**config.mk**
```make
export PLATFORM = sky130hd
export DESIGN_NAME = ipsw_front
export DESIGN_NICKNAME = d
export VERILOG_FILES = /design/src/design/ipsw_pkg.sv /design/src/design/ipsw_front.sv
export SDC_FILE = /design/constraint.sdc
export NUM_CORES = 1
export LEC_CHECK = 0
export ABC_AREA = 1
export BUFFER_PORTS_ARGS = -buffer_cell sky130_fd_sc_hd__buf_2
export CORE_UTILIZATION = 56
export DETAILED_ROUTE_END_ITERATION = 10
export PLACE_DENSITY = 0.87
export SKIP_CTS_REPAIR_TIMING = 1
export SLEW_MARGIN = 20
export SYNTH_ARGS = -nofsm -noshare
export SYNTH_HDL_FRONTEND = slang
export SYNTH_SLANG_ARGS = --single-unit
```
**constraint.sdc**
```tcl
create_clock -name clk_i -period 3.58 [get_ports clk_i]
set_input_delay 0.895 -clock clk_i [delete_from_list [all_inputs] [get_ports clk_i]]
set_output_delay 0.895 -clock clk_i [all_outputs]
set_load 0.03 [all_outputs]
```
**src/design/ipsw_pkg.sv**
```systemverilog
// Shared types, constants and byte helpers for the indexed PNG stream writer.
package ipsw_pkg;

  localparam int unsigned PALETTE_DEPTH    = 256;
  localparam int unsigned STORED_BLOCK_MAX = 65535;
  localparam int unsigned MIN_PALETTE      = 16;
  localparam int unsigned QUEUE_DEPTH      = 4;

  localparam logic [16:0] AdlerMod   = 17'd65521;
  localparam logic [31:0] CrcPoly    = 32'hEDB88320;
  localparam logic [15:0] BlockMax   = 16'(STORED_BLOCK_MAX);
  localparam logic [29:0] BlockMax30 = 30'(STORED_BLOCK_MAX);

  typedef enum logic [1:0] {
    CMD_PAL_WR = 2'd0,
    CMD_START  = 2'd1,
    CMD_STEP   = 2'd2,
    CMD_NONE   = 2'd3
  } cmd_e;

  typedef enum logic [1:0] {
    CFG_WIDTH   = 2'd0,
    CFG_HEIGHT  = 2'd1,
    CFG_PALSIZE = 2'd2,
    CFG_UNUSED  = 2'd3
  } cfg_idx_e;

  typedef enum logic [4:0] {
    PH_IDLE      = 5'd0,
    PH_SIG       = 5'd1,
    PH_IHDR_LEN  = 5'd2,
    PH_IHDR_BODY = 5'd3,
    PH_IHDR_CRC  = 5'd4,
    PH_PLTE_LEN  = 5'd5,
    PH_PLTE_BODY = 5'd6,
    PH_PLTE_CRC  = 5'd7,
    PH_TRNS_LEN  = 5'd8,
    PH_TRNS_BODY = 5'd9,
    PH_TRNS_CRC  = 5'd10,
    PH_IDAT_LEN  = 5'd11,
    PH_IDAT_TYPE = 5'd12,
    PH_ZHDR      = 5'd13,
    PH_BLK_HDR   = 5'd14,
    PH_DATA      = 5'd15,
    PH_ADLER     = 5'd16,
    PH_IDAT_CRC  = 5'd17,
    PH_IEND_LEN  = 5'd18,
    PH_IEND_TYPE = 5'd19,
    PH_IEND_CRC  = 5'd20
  } phase_e;

  typedef enum logic [1:0] {
    SRC_LIT = 2'd0,
    SRC_PAL = 2'd1,
    SRC_CRC = 2'd2
  } src_e;

  // Request as it travels from the front queue to the back end.
  typedef struct packed {
    cmd_e        cmd;
    logic [7:0]  idx;
    logic [31:0] argb;
    logic [7:0]  pix;
  } item_t;

  // Byte descriptor between the sequencer and the output stage.
  typedef struct packed {
    src_e       src;
    logic [7:0] lit;
    logic [1:0] sel;      // palette lane (3 = alpha) or crc byte position
    logic       zero;     // palette entry past the supplied count
    logic       crc_en;
    logic       crc_init;
    logic       taken;
    logic       eoi;
  } byte_t;

  function automatic logic [7:0] be8(input logic [31:0] v, input logic [1:0] p);
    logic [7:0] r;
    case (p)
      2'd0:    r = v[31:24];
      2'd1:    r = v[23:16];
      2'd2:    r = v[15:8];
      default: r = v[7:0];
    endcase
    return r;
  endfunction

  function automatic logic [31:0] crc_byte(input logic [31:0] c_in, input logic [7:0] b);
    logic [31:0] c;
    c = c_in ^ {24'd0, b};
    for (int k = 0; k < 8; k++) begin
      c = c[0] ? (CrcPoly ^ (c >> 1)) : (c >> 1);
    end
    return c;
  endfunction

  function automatic logic [7:0] sig_byte(input logic [2:0] p);
    logic [7:0] r;
    case (p)
      3'd0:    r = 8'h89;
      3'd1:    r = 8'h50;
      3'd2:    r = 8'h4E;
      3'd3:    r = 8'h47;
      3'd4:    r = 8'h0D;
      3'd5:    r = 8'h0A;
      3'd6:    r = 8'h1A;
      default: r = 8'h0A;
    endcase
    return r;
  endfunction

  function automatic logic [7:0] name_byte(input logic [31:0] n, input logic [1:0] p);
    return be8(n, p);
  endfunction

  localparam logic [31:0] NameIhdr = 32'h49484452;
  localparam logic [31:0] NamePlte = 32'h504C5445;
  localparam logic [31:0] NameTrns = 32'h74524E53;
  localparam logic [31:0] NameIdat = 32'h49444154;
  localparam logic [31:0] NameIend = 32'h49454E44;

endpackage

```
**src/design/ipsw_front.sv**
```systemverilog
// Input side: takes requests, drops unknown commands, queues the rest.
module ipsw_front (
  input  logic                 clk_i,
  input  logic                 rst_ni,
  input  logic                 in_valid_i,
  output logic                 in_stall_o,
  input  logic [1:0]           command_i,
  input  logic [7:0]           palette_index_i,
  input  logic [31:0]          argb_value_i,
  input  logic [7:0]           pixel_value_i,
  output logic                 head_valid_o,
  output ipsw_pkg::item_t      head_o,
  input  logic                 pop_i
);

  localparam int unsigned Depth = ipsw_pkg::QUEUE_DEPTH;
  localparam int unsigned PtrW  = $clog2(Depth);

  ipsw_pkg::item_t fifo_q [Depth];
  logic [PtrW-1:0] wr_q, wr_d, rd_q, rd_d;
  logic [PtrW:0]   cnt_q, cnt_d;
  logic            acc, push, pop;

  assign in_stall_o   = (cnt_q == (PtrW+1)'(Depth));
  assign acc          = in_valid_i && !in_stall_o;
  assign push         = acc && (ipsw_pkg::cmd_e'(command_i) != ipsw_pkg::CMD_NONE);
  assign head_valid_o = (cnt_q != '0);
  assign pop          = pop_i && head_valid_o;
  assign head_o       = fifo_q[rd_q];

  always_comb begin
    wr_d  = push ? wr_q + 1'b1 : wr_q;
    rd_d  = pop ? rd_q + 1'b1 : rd_q;
    cnt_d = cnt_q + (PtrW+1)'(push) - (PtrW+1)'(pop);
  end

  always_ff @(posedge clk_i or negedge rst_ni) begin
    if (!rst_ni) begin
      wr_q  <= '0;
      rd_q  <= '0;
      cnt_q <= '0;
    end else begin
      wr_q  <= wr_d;
      rd_q  <= rd_d;
      cnt_q <= cnt_d;
    end
  end

  always_ff @(posedge clk_i) begin
    if (push) begin
      fifo_q[wr_q] <= '{cmd: ipsw_pkg::cmd_e'(command_i), idx: palette_index_i,
                        argb: argb_value_i, pix: pixel_value_i};
    end
  end

endmodule

```
==> metrics.md <==
| Metric | Value |
|---|---|
| Status | completed |
| CP Capture Type | primary output |
| RSZ-0062 raised after global routing | false |
| Worst Setup Path Type | reg -> out |
| Die W | 127 um |
| Drt pass-1 iters | 4 |
| TritonCTS Sinks | 207 |
| Worst Hold Class | in -> async |
| Worst skew pair latency | 0.48 ns |
| Reg-to-Reg Start | cnt_q[1] |
| Top-area cell type share of the netlist area | 68.7% |
| Final TNS setup | 0 ns |
| Initial antenna violation count | 2 |
| Drt wl/cell | 16.3 um |
| GRT overflow | 0 |
| Worst-Margin Slew | 0.591 ns |
| Clk root buf | clkbuf_16 |
| CP Launch Type | flop |
| Flops & latches, synth | 207 |
| Ys flop type | edfxtp_1 |
| Area growth syn-to-layout | 15.3% |
| Port bufs | 105 |
| Synth Instances | 645 |
| Final GP Congestion | 0.771 |
| TritonCTS clock tree | done |
| Chip Height | 127 um |
| Post-route DRC | 0 |
| Pwr Total | 8.62 mW |
| Final core utilization | 66.3% |
| GRT Util Overall | 20.1% |
| Register area share after synthesis | 70.7% |
| Finished Layout Cells | 960 |
| Mapped Area | 0.00875 mm^2 |
| Crit-path max FO | 23 |
| Reg2reg path depth | 10 |
| YS warnings | 0 |
| Antenna Nets Post-Route | 0 |
| Inst Count DP | 922 |
| H-tree Lvls | 1 |
| Syn Area/Cell | 13.6 um^2 |
| First-pass GRT wire length | 25,000 um |
| Vias per cell | 5.27 |
| Max-slew violation count | 0 |
| CTS Buf Count | 21 |
| Vias | 5,058 |
| CP arrival | 2.44 ns |
| Final Cycle Share | 93.3% |
| Register area | 0.00618 mm^2 |
| Post-synth ARST share | 3.38% |
| # rows | 45 |
| DR iter-0 viols | 326 |
| Core area | 0.0152 mm^2 |
| Top cells by area, synth | edfxtp_1, o211ai_2, nand2_1, inv_1, o211ai_1 |
| Post-synth EDFFs | 200 |
| RR Endpoint | cnt_q[2] |
| Fill cells | 1,070 |
| Slew margin rel. | 60.5% |
| Reg2reg setup slack | 1.31 ns |
| Initial core utilization | 57.5% |
| Final worst slack | 0.241 ns |
| Area of the multi-input gates | 0.00186 mm^2 |
| Ports | 106 |
| Clock transition at path regs | 0.06 ns |
| Post-DP HPWL | 9860 um |
| Max-Cap Viols | 0 |
| Die ar. | 0.0161 mm^2 |
| Peak supply drop | 0.000752 V |
| Pin count of the biggest net entering global routing | 76 |
| Tmin final | 3.34 ns |
| Area leader, netlist | edfxtp_1 |
| F_max | 0.300 GHz |
| Distinct cell type count after synthesis | 17 |
| Pre-CTS WS | 0.661 ns |
| Clk buf depth | 3 |
| Number of global-route vias before repair | 4,949 |
| Post-Syn Nets | 706 |
| Share of post-route cells with drive strength above 1 | 28.1% |
| PD cells | 854 mW/mm^2 |
| Required @ worst endpoint | 2.68 ns |
| Max Clock Skew | 0.00828 ns |
| Detailed Route WL | 15,700 um |
| Final Hold Violating Endpoints | 0 |
| Pleak | 4.19 nW |
| Fin nets | 818 |
| Final Setup Violations | 0 |
## how the worst max path moves through the flow
stage            startpoint      endpoint
2_1_floorplan    in_valid_i  fifo_q[0][0]
3_3_place_gp   command_i[0]      cnt_q[2]
3_5_place_dp   command_i[0]      cnt_q[2]
4_1_cts             rd_q[1]    head_o[39]
5_1_grt             rd_q[1]    head_o[39]
6_report            rd_q[1]    head_o[39]
## cells in the mapped netlist (3+ instances only)
library cell    n
buf_2           8
nand2_1       168
ha_1            6
nor2_1          4
inv_2           3
o211ai_1       41
inv_1         115
o211ai_2       59
edfxtp_1      200
buf_6          20
dfrtp_1         7
nand3_1         7
## registers in the layout, summed over array words and instances, names as in the netlist
signal,flops
fifo_q,200
cnt_q,3
rd_q,2
wr_q,2
## worst max-delay path, cell delays in order, from the launching register on
cell	delay, ns
dfrtp_2	0.62
inv_2	0.54
buf_4	0.34
o211ai_1	0.12
nand2_1	0.11
buf_2	0.21
## cells in the final DEF (no fill, tap or decap)
| cell type | instances |
|---|---|
| edfxtp_1 | 200 |
| nand2_1 | 168 |
| inv_1 | 115 |
| buf_2 | 105 |
| o211ai_2 | 59 |
| o211ai_1 | 41 |
| clkbuf_16 | 21 |
| buf_4 | 10 |
| nand3_1 | 7 |
| buf_12 | 7 |
| ha_1 | 6 |
| clkinv_2 | 6 |
| dfrtp_1 | 6 |
| clkinv_1 | 5 |
| nor2_4 | 4 |
| clkbuf_1 | 4 |
| inv_2 | 2 |
| diode_2 | 1 |
| inv_6 | 1 |
| a21oi_1 | 1 |
| fa_1 | 1 |
| bufinv_16 | 1 |
| dfrtp_2 | 1 |
## final cells by class
type	count	share of cell area [%]
Antenna cell	1	0.0248
Clock buffer	25	5.36
Clock inverter	12	0.782
Inverter	118	4.44
Multi-Input combinational cell	287	18.4
Sequential cell	207	61.3
Tap cell	188	2.33
Timing Repair Buffer	122	7.34
## where the power goes
group / total [mW] / internal, mW / leakage, nW / switching (mW)
combinational: 3.40 / 0.991 / 1.97 / 2.41
sequential: 3.24 / 3.07 / 1.91 / 0.165
clock: 1.98 / 1.14 / 0.309 / 0.837
total: 8.62 / 5.21 / 4.19 / 3.41
## metrics by stage
stage	hold slack, ns	instance area (um^2)
after global placement	0.508	9460
after global routing	0.235	10100
after floorplan	0.478	8750
after detailed placement	0.503	9460
final	0.245	10100
after CTS	0.226	10100
## cells by family after synthesis
| logic type | Yosys count | share of synthesized area [%] |
|---|---|---|
| flip-flops | 207 | 70.7 |
| adder cells (fa/ha/maj) | 7 | 1.09 |
| AND/OR/NAND/NOR | 179 | 7.78 |
| AO/OA/AOI/OAI | 101 | 12.0 |
| buffers and inverters | 151 | 8.44 |
## metal layers
| metal | part of all wire [%] | global-route usage, % | up-vias |
|---|---|---|---|
| met5 | 0 | 0 | - |
| li1 | - | - | 2453 |
| met4 | 2.1 | 5.32 | 0 |
| met3 | 5.4 | 4.10 | 33 |
| met2 | 50 | 35.0 | 134 |
| met1 | 43 | 25.9 | 2438 |
(Power assumes the default switching activity.)
